File: config.mk
export PLATFORM = sky130hd
export DESIGN_NAME = aes_key_expansion
export DESIGN_NICKNAME = d
export VERILOG_FILES = /design/src/aesk_pkg.sv /design/src/aes_key_expansion.sv
export VERILOG_INCLUDE_DIRS = /design/src /design/src/src
export SDC_FILE = /design/constraint.sdc
export NUM_CORES = 2
export LEC_CHECK = 0
export ABC_AREA = 1
export ABC_CLOCK_PERIOD_IN_PS = 11560
export BUFFER_PORTS_ARGS = -buffer_cell sky130_fd_sc_hd__buf_2
export CORE_ASPECT_RATIO = 0.6
export CORE_MARGIN = 2
export CORE_UTILIZATION = 35
export DETAILED_ROUTE_END_ITERATION = 6
export PLACE_DENSITY_LB_ADDON = 0.25
export RECOVER_POWER = 25
export SYNTH_ARGS = -nofsm -noshare
export SYNTH_HDL_FRONTEND = slang
export SYNTH_SLANG_ARGS = --single-unit
File: constraint.sdc
create_clock -name clk -period 11.56 [get_ports clk]
set_input_delay 1.156 -clock clk [delete_from_list [all_inputs] [get_ports clk]]
set_output_delay 1.156 -clock clk [all_outputs]
set_load 0.03 [all_outputs]
File: src/aes_key_expansion_macros.svh
// assertion macros for the aes key expansion block
`ifndef AES_KEY_EXPANSION_MACROS_SVH
`define AES_KEY_EXPANSION_MACROS_SVH

`ifndef SYNTHESIS
`define AKE_ASSERT(label, clk, rst_n, expr) \
	label: assert property (@(posedge clk) disable iff (!rst_n) (expr)) \
		else $error("assertion failed");
`define AKE_ASSERT_NEXT(label, clk, rst_n, ante, cons) \
	label: assert property (@(posedge clk) disable iff (!rst_n) (ante) |=> (cons)) \
		else $error("assertion failed");
`else
`define AKE_ASSERT(label, clk, rst_n, expr)
`define AKE_ASSERT_NEXT(label, clk, rst_n, ante, cons)
`endif

`endif

File: src/aesk_pkg.sv
// constants, s-box and helper functions for the aes key expansion
`timescale 1ns / 1ps
`default_nettype none
package aesk_pkg;

	localparam logic [1:0] MODE_128 = 2'd0;
	localparam logic [1:0] MODE_192 = 2'd1;
	localparam logic [1:0] MODE_256 = 2'd2;

	localparam logic [7:0] RCON_FIRST = 8'h01;

	localparam logic [7:0] SBOX [256] = '{
		8'h63,8'h7c,8'h77,8'h7b,8'hf2,8'h6b,8'h6f,8'hc5,8'h30,8'h01,8'h67,8'h2b,8'hfe,8'hd7,8'hab,8'h76,
		8'hca,8'h82,8'hc9,8'h7d,8'hfa,8'h59,8'h47,8'hf0,8'had,8'hd4,8'ha2,8'haf,8'h9c,8'ha4,8'h72,8'hc0,
		8'hb7,8'hfd,8'h93,8'h26,8'h36,8'h3f,8'hf7,8'hcc,8'h34,8'ha5,8'he5,8'hf1,8'h71,8'hd8,8'h31,8'h15,
		8'h04,8'hc7,8'h23,8'hc3,8'h18,8'h96,8'h05,8'h9a,8'h07,8'h12,8'h80,8'he2,8'heb,8'h27,8'hb2,8'h75,
		8'h09,8'h83,8'h2c,8'h1a,8'h1b,8'h6e,8'h5a,8'ha0,8'h52,8'h3b,8'hd6,8'hb3,8'h29,8'he3,8'h2f,8'h84,
		8'h53,8'hd1,8'h00,8'hed,8'h20,8'hfc,8'hb1,8'h5b,8'h6a,8'hcb,8'hbe,8'h39,8'h4a,8'h4c,8'h58,8'hcf,
		8'hd0,8'hef,8'haa,8'hfb,8'h43,8'h4d,8'h33,8'h85,8'h45,8'hf9,8'h02,8'h7f,8'h50,8'h3c,8'h9f,8'ha8,
		8'h51,8'ha3,8'h40,8'h8f,8'h92,8'h9d,8'h38,8'hf5,8'hbc,8'hb6,8'hda,8'h21,8'h10,8'hff,8'hf3,8'hd2,
		8'hcd,8'h0c,8'h13,8'hec,8'h5f,8'h97,8'h44,8'h17,8'hc4,8'ha7,8'h7e,8'h3d,8'h64,8'h5d,8'h19,8'h73,
		8'h60,8'h81,8'h4f,8'hdc,8'h22,8'h2a,8'h90,8'h88,8'h46,8'hee,8'hb8,8'h14,8'hde,8'h5e,8'h0b,8'hdb,
		8'he0,8'h32,8'h3a,8'h0a,8'h49,8'h06,8'h24,8'h5c,8'hc2,8'hd3,8'hac,8'h62,8'h91,8'h95,8'he4,8'h79,
		8'he7,8'hc8,8'h37,8'h6d,8'h8d,8'hd5,8'h4e,8'ha9,8'h6c,8'h56,8'hf4,8'hea,8'h65,8'h7a,8'hae,8'h08,
		8'hba,8'h78,8'h25,8'h2e,8'h1c,8'ha6,8'hb4,8'hc6,8'he8,8'hdd,8'h74,8'h1f,8'h4b,8'hbd,8'h8b,8'h8a,
		8'h70,8'h3e,8'hb5,8'h66,8'h48,8'h03,8'hf6,8'h0e,8'h61,8'h35,8'h57,8'hb9,8'h86,8'hc1,8'h1d,8'h9e,
		8'he1,8'hf8,8'h98,8'h11,8'h69,8'hd9,8'h8e,8'h94,8'h9b,8'h1e,8'h87,8'he9,8'hce,8'h55,8'h28,8'hdf,
		8'h8c,8'ha1,8'h89,8'h0d,8'hbf,8'he6,8'h42,8'h68,8'h41,8'h99,8'h2d,8'h0f,8'hb0,8'h54,8'hbb,8'h16
	};

	function automatic logic [31:0] sub_word(input logic [31:0] w);
		return {SBOX[w[31:24]], SBOX[w[23:16]], SBOX[w[15:8]], SBOX[w[7:0]]};
	endfunction

	function automatic logic [31:0] rot_word(input logic [31:0] w);
		return {w[7:0], w[31:8]};
	endfunction

	// multiply by x in gf(2^8)
	function automatic logic [7:0] xtime(input logic [7:0] b);
		return {b[6:0], 1'b0} ^ (b[7] ? 8'h1b : 8'h00);
	endfunction

endpackage
`default_nettype wire

File: src/aes_key_expansion.sv
// aes key expansion top level: 128/192/256-bit keys, one schedule word per cycle unless the output stalls
// Takes one key plus a 128-bit IV per input beat and returns round keys 0..Nr
// (Nr = 10, 12 or 14 for key_length_mode 0, 1, 2; mode 3 acts as 2) in order,
// with last_key set on round key Nr and the IV xored into round key 0 only.
// A single s-box word unit builds one 32-bit schedule word per cycle unless the
// output side stalls; each key is taken in, then expanded into 4*(Nr+1) words.
// in_ready is low while a key is being expanded. The output register lets the
// final round key wait while the next key is taken in.
`timescale 1ns / 1ps
`default_nettype none
`include "aes_key_expansion_macros.svh"
module aes_key_expansion (
	input  wire logic        clk,
	input  wire logic        arst_n,
	input  wire logic        cfg_write_en,
	input  wire logic [1:0]  cfg_write_data,
	input  wire logic        in_valid,
	output logic             in_ready,
	input  wire logic [63:0] key_w0,
	input  wire logic [63:0] key_w1,
	input  wire logic [63:0] key_w2,
	input  wire logic [63:0] key_w3,
	input  wire logic [63:0] iv_lo,
	input  wire logic [63:0] iv_hi,
	output logic             out_valid,
	input  wire logic        out_ready,
	output logic [3:0]       round_index,
	output logic [63:0]      round_key_lo,
	output logic [63:0]      round_key_hi,
	output logic             last_key
);

	typedef enum logic {ST_IDLE, ST_EXPAND} state_t;

	state_t      state_q;
	logic [1:0]  key_length_mode_q;
	logic [1:0]  mode_q;
	logic [5:0]  word_cnt_q;
	logic [2:0]  pos_q;
	logic [7:0]  rcon_q;
	logic [31:0] key_q [8];
	logic [31:0] win_q [8];
	logic [31:0] acc_q [3];
	logic [63:0] iv_lo_q;
	logic [63:0] iv_hi_q;

	logic [3:0]  nk;
	logic [3:0]  nr;
	logic [31:0] w_prev;
	logic [31:0] w_back;
	logic [31:0] sub_in;
	logic [31:0] sub_out;
	logic [31:0] temp;
	logic [31:0] new_word;
	logic        is_key_word;
	logic        rot_pos;
	logic        sub_pos;
	logic        group_end;
	logic        last_word;
	logic        step_en;
	logic        emit_key;
	logic        accept;
	logic [63:0] rk_lo;
	logic [63:0] rk_hi;

	assign accept = in_valid && in_ready;
	assign in_ready = (state_q == ST_IDLE);

	always_comb begin
		case (mode_q)
			aesk_pkg::MODE_128: begin
				nk = 4'd4;
				w_back = win_q[4];
			end
			aesk_pkg::MODE_192: begin
				nk = 4'd6;
				w_back = win_q[2];
			end
			default: begin
				nk = 4'd8;
				w_back = win_q[0];
			end
		endcase
	end

	assign nr = nk + 4'd6;
	assign w_prev = win_q[7];
	assign is_key_word = (word_cnt_q < {2'b00, nk});
	assign rot_pos = (pos_q == 3'd0);
	assign sub_pos = (nk == 4'd8) && (pos_q == 3'd4);

	// the one shared s-box word unit
	assign sub_in = rot_pos ? aesk_pkg::rot_word(w_prev) : w_prev;
	assign sub_out = aesk_pkg::sub_word(sub_in);

	always_comb begin
		if (rot_pos) begin
			temp = sub_out ^ {24'h000000, rcon_q};
		end else if (sub_pos) begin
			temp = sub_out;
		end else begin
			temp = w_prev;
		end
		new_word = is_key_word ? key_q[0] : (w_back ^ temp);
	end

	assign group_end = (word_cnt_q[1:0] == 2'd3);
	assign last_word = group_end && (word_cnt_q[5:2] == nr);
	assign step_en = (state_q == ST_EXPAND) && !(group_end && out_valid && !out_ready);
	assign emit_key = step_en && group_end;

	always_comb begin
		rk_lo = {acc_q[1], acc_q[0]};
		rk_hi = {new_word, acc_q[2]};
		if (word_cnt_q[5:2] == 4'd0) begin
			rk_lo = rk_lo ^ iv_lo_q;
			rk_hi = rk_hi ^ iv_hi_q;
		end
	end

	always_ff @(posedge clk or negedge arst_n) begin
		if (!arst_n) begin
			state_q <= ST_IDLE;
			key_length_mode_q <= aesk_pkg::MODE_128;
			mode_q <= aesk_pkg::MODE_128;
			word_cnt_q <= '0;
			pos_q <= '0;
			rcon_q <= aesk_pkg::RCON_FIRST;
			out_valid <= 1'b0;
			round_index <= '0;
			round_key_lo <= '0;
			round_key_hi <= '0;
			last_key <= 1'b0;
		end else begin
			if (cfg_write_en) begin
				key_length_mode_q <= cfg_write_data;
			end
			if (emit_key) begin
				out_valid <= 1'b1;
			end else if (out_ready) begin
				out_valid <= 1'b0;
			end
			case (state_q)
				ST_IDLE: begin
					if (accept) begin
						mode_q <= (key_length_mode_q > aesk_pkg::MODE_256) ? aesk_pkg::MODE_256
							: key_length_mode_q;
						word_cnt_q <= '0;
						pos_q <= '0;
						rcon_q <= aesk_pkg::RCON_FIRST;
						state_q <= ST_EXPAND;
					end
				end
				ST_EXPAND: begin
					if (step_en) begin
						word_cnt_q <= word_cnt_q + 6'd1;
						pos_q <= ({1'b0, pos_q} == nk - 4'd1) ? 3'd0 : pos_q + 3'd1;
						if (!is_key_word && rot_pos) begin
							rcon_q <= aesk_pkg::xtime(rcon_q);
						end
						if (group_end) begin
							round_index <= word_cnt_q[5:2];
							round_key_lo <= rk_lo;
							round_key_hi <= rk_hi;
							last_key <= last_word;
						end
						if (last_word) begin
							state_q <= ST_IDLE;
						end
					end
				end
				default: begin
					state_q <= ST_IDLE;
				end
			endcase
		end
	end

	// key words, sliding schedule window and round key collector
	always_ff @(posedge clk) begin
		if (accept) begin
			key_q[0] <= key_w0[31:0];
			key_q[1] <= key_w0[63:32];
			key_q[2] <= key_w1[31:0];
			key_q[3] <= key_w1[63:32];
			key_q[4] <= key_w2[31:0];
			key_q[5] <= key_w2[63:32];
			key_q[6] <= key_w3[31:0];
			key_q[7] <= key_w3[63:32];
			iv_lo_q <= iv_lo;
			iv_hi_q <= iv_hi;
		end else if (step_en) begin
			for (int k = 0; k < 7; k++) begin
				key_q[k] <= key_q[k + 1];
			end
			key_q[7] <= key_q[7];
		end
		if (step_en) begin
			for (int k = 0; k < 7; k++) begin
				win_q[k] <= win_q[k + 1];
			end
			win_q[7] <= new_word;
			if (!group_end) begin
				acc_q[word_cnt_q[1:0]] <= new_word;
			end
		end
	end

	`AKE_ASSERT(a_word_cnt_range, clk, arst_n, state_q != ST_EXPAND || word_cnt_q <= 6'd59)
	`AKE_ASSERT_NEXT(a_start_clean, clk, arst_n, accept, (word_cnt_q == 6'd0) && (state_q == ST_EXPAND))
	`AKE_ASSERT(a_last_index, clk, arst_n, !(out_valid && last_key) || round_index == 4'd10 || round_index == 4'd12 || round_index == 4'd14)

endmodule
`default_nettype wire

[After elaboration in Yosys (flattened, before gate mapping)]
Memories as Yosys holds them, arrays and structs flattened.
Cells that the tools add are included.
Storage, ports and cells
  RAM bits: 608
  word-level logic and storage cells: 127
  memories kept: 7
  input bits: 391
  memory bits (read-only): 8192
  register bits after elaboration: 284
Cells by class
  reduce and logical (&&, ||, !) cells: 19
  eq/ne operators: 9
  mux-type cells: 51
  bitwise gates (word level): 18
  add/sub/neg operators: 4
  order comparisons: 6
Memory list
  (no name shown): words 256, bits a word 8, read ports 1, clocked after memory_dff 0, write ports 0, RTL line aesk_pkg.sv:32  | return {SBOX[w[31:24]], SBOX[w[23:16]], SBOX[w[15:8]], SBOX[w[7:0]]};
  (no name shown): words 256, bits a word 8, read ports 1, clocked after memory_dff 0, write ports 0, RTL line aesk_pkg.sv:32
  (no name shown): words 256, bits a word 8, read ports 1, clocked after memory_dff 0, write ports 0, RTL line aesk_pkg.sv:32
  (no name shown): words 256, bits a word 8, read ports 1, clocked after memory_dff 0, write ports 0, RTL line aesk_pkg.sv:32
  key_q: words 8, bits a word 32, read ports 8, clocked after memory_dff 0, write ports 8, RTL line aes_key_expansion.sv:41  | logic [31:0] key_q [8];
  win_q: words 8, bits a word 32, read ports 8, clocked after memory_dff 0, write ports 8, RTL line aes_key_expansion.sv:42  | logic [31:0] win_q [8];
  1 more memories
Operators by type and width (count)
  $mux W32: 12
  $mux W64: 2
  $xor A64 B64 Y64: 2
  $mux W8: 11
  $pmux W32 S2: 1
  $ge A9 B9 Y1 const B: 4
  $not A8 Y9: 4
  $xor A32 B32 Y32: 1
  $xor A32 B8 Y32: 1
  $pmux W8 S2: 1
  $mux W1: 13
  $mux W6: 2
  $pmux W6 S2: 1
  $mux W3: 3
  $logic_and A1 B1 Y1: 8
  $or A1 B1 Y1: 8
  $pmux W4 S2: 1
  $xor A8 B5 Y8: 1
  $add A6 B1 Y6 const B: 1
  $lt A6 B4 Y1: 1
  $ne A2 B1 Y1 const B: 3
  $pmux W3 S2: 1
  $reduce_and A3 Y1: 2
  $mux W5: 1
  19 further kinds: 22

[Depth between registers and ports, before layout]
  word-level depth: 12
  depth in mapped cells: 28

[Least setup slack after synthesis]
Ideal clock, no wire load.
  path type: input-to-reg
  start point: in out_ready
  end point: mem win_q[0][0], enable pin
  library setup time: 0.720 ns
  data required time: 10.840 ns
  path slack: 2.198 ns
  arrival: 8.642 ns
  buffers on the path: 1
  stages: 5
  cells stage by stage: inv_1 > nand2_1 > o21ai_1 > inv_2 > clkbuf_1
RTL lines
  start, declared: RTL line aes_key_expansion.sv:26  | input wire logic out_ready,
  end, declared: RTL line aes_key_expansion.sv:42

==> results.py <==
metrics = {
    "cells_and_area": {
        "register_area_mm2": 0.02601,
        "num-fill-cells": 13620,
        "syn_to_final_growth_pct": 14.72,
        "final_cell_mix": "nand2_1, nand3_1, edfxtp_1",
        "drive_gt1_frac": 0.1386,
        "multi_input_area_mm2": 0.01862,
        "stdcell_count": 7698,
        "final_common_cell": "nand2_1",
        "nets": 6252,
    },
    "critical_path": {
        "cp-end-kind": "asynchronous set/reset pin",
        "cpPeakStageDelay_ps": 2310,
        "path_common_cell": "clkbuf_1",
        "cp_slowest_cell": "clkbuf_1",
        "cp_max_fo": 63,
        "required_ps": 12230,
        "critical_path_buf_inv_count": 3,
        "crit_family": "buffers and inverters",
        "path_cells": "clkbuf_1, clkbuf_1, buf_4",
        "worstSetupPathType": "in -> async",
        "arrival_ps": 6770,
        "critPathLaunchType": "input pin",
    },
    "sta": {
        "finClkSkew_ps": 29.91,
        "finalHoldViolations": 0,
        "period_share": 0.5274,
        "max_freq_mhz": 164.0,
        "tightestPinTransition_ps": 3423,
        "maxSlewViolCount": 97,
        "slew_headroom": -1.282,
        "holdWs_ps": 413.5,
        "min_period_ps": 6097,
        "setup_viol": 0,
        "setup_tns_ps": 0,
        "rsz0062_at_grt": "false",
        "setup_ws_ps": 5463,
    },
    "floorplan": {
        "die_x_um": 476.8,
        "die_y_um": 287.7,
        "rows": 104,
        "dieArea_mm2": 0.1371,
        "core_area_mm2": 0.1336,
        "start_util": 0.3512,
        "num_io_pins": 526,
    },
    "logic_synthesis": {
        "ys_types": 49,
        "synth_area_mm2": 0.04694,
        "syn_inst": 5433,
        "syn-num-nets": 5864,
        "synth-edff-count": 736,
        "ys_ff_latch": 892,
        "ys_seq_area_frac": 0.5541,
        "ys.flop_type": "edfxtp_1",
        "async_flop_share": 0.1749,
        "yosys_warnings": 0,
        "syn_area_per_cell_um2": 8.639,
    },
    "status": {
        "outcome": "finished, violations left",
        "violations": "max-capacitance violations, max-slew violations",
    },
    "clock_tree": {
        "htree_levels": 3,
        "cts_tree": "built",
        "clock-sinks": 892,
        "cts_resized": 0,
        "cts_made_buffers": 85,
        "post_cts_buffers": 0,
        "cts.path.max_buffers": 3,
        "clk_latency_ps": 690,
        "cts_root_buf": "clkbuf_16",
        "clk_pin_slew_worst_paths_ps": 60,
        "postCtsHoldBufs": 0,
    },
    "routing": {
        "firstDrtPassIters": 6,
        "remaining_drc_errors": 0,
        "wl_per_cell_um": 25.80,
        "ant_nets": 0,
        "drtIter0Drc": 6460,
        "vias": 42720,
        "drt-total-wl_um": 198600,
        "via_per_inst": 5.549,
    },
    "global_route": {
        "grt_overflow": 0,
        "grt.total_usage": 0.2784,
        "first_global_vias": 39070,
        "grt_max_degree": 197,
        "grt_pass1_wl_um": 281100,
        "antenna_found_initial": 24,
    },
    "flow_run": {
        "maxCapViolCount": 2,
    },
    "place": {
        "portBuffers": 525,
        "placed_cells": 7536,
        "dpl.hpwl_um": 142400,
        "dp_slack_ps": 6156,
        "gp_congestion": 1.013,
    },
    "min_path": {
        "hold_class": "reg -> reg",
    },
}
flip-flops by register name (all words and copies together), names as in the netlist:
name	flops
acc_q	96
iv_hi_q	64
iv_lo_q	64
key_length_mode_q	2
key_q	256
last_key	1
mode_q	2
out_valid	1
pos_q	3
rcon_q	8
round_index	4
round_key_hi	64
round_key_lo	64
state_q	1
win_q	256
word_cnt_q	6
worst reg2reg max path, delay by kind of cell, from the launching register on:
kind	cells	cell delay [ps]
flops	1	350
fa+ha+maj	2	780
compound gates	2	510
simple gates	11	2480
buf+inv	3	1120
final timing paths:
kind                          startpoint                to  slack [ps]  cells past startpoint
max                               arst_n     word_cnt_q[5]        5460                      3
min                        win_q[0][103]      win_q[0][71]         410                      0
max reg2reg                     pos_q[0]      acc_q[2][10]        6000                     18
min reg2reg                win_q[0][103]      win_q[0][71]         410                      0
max in group clk                pos_q[0]      acc_q[2][10]        6000                     18
min in group asynchronous         arst_n  round_key_hi[17]        1570                      1
synth_stat cells (40+ instances only):
library cell,instances,area share
inv_1,232,0.019
o21ai_1,44,0.0047
nor2_1,171,0.014
clkbuf_1,139,0.011
xnor2_1,84,0.016
nand3_1,1004,0.11
buf_2,94,0.010
o211ai_1,107,0.017
a21oi_1,59,0.0063
nand2_1,2148,0.17
edfxtp_1,736,0.47
ha_1,40,0.011
dfrtp_1,155,0.083
o21ai_0,133,0.014
stage by stage:
stage / utilization / area [µm²]
global placement: 0.3822 / 51070
global route: 0.4029 / 53850
finish: 0.4029 / 53850
CTS: 0.4034 / 53910
floorplan: - / 46940
detailed placement: 0.3822 / 51070
final cells by class:
| class | instances | area share |
|---|---|---|
| inverters | 262 | 0.01845 |
| repair buffers | 593 | 0.05802 |
| flip-flops and latches | 892 | 0.4830 |
| well taps | 1802 | 0.04187 |
| multi-input cells | 3987 | 0.3458 |
| clock inverters | 52 | 0.01029 |
| diodes | 2 | 0.00009295 |
| clock buffers | 108 | 0.04245 |
logic make-up after synthesis:
kind of cell	after synthesis	synth area share
fa+ha+maj	40	0.01066
simple gates	3436	0.3087
mux	2	0.0004798
flops	892	0.5541
compound gates	412	0.05555
buf+inv	554	0.05246
xor+xnor	97	0.01810
routing by layer:
layer	share of wire	GRT usage	wire length, µm	vias to the layer above
li1	-	-	-	19130
met1	0.46	0.4300	90610	20810
met2	0.40	0.3795	79990	2480
met3	0.12	0.08171	23970	279
met4	0.020	0.05540	3952	18
met5	0.00058	0.0006840	115	-
Power is left out: the tool's default activity adds up to more than one toggle a clock period on the data nets, which glitch-free logic cannot reach.
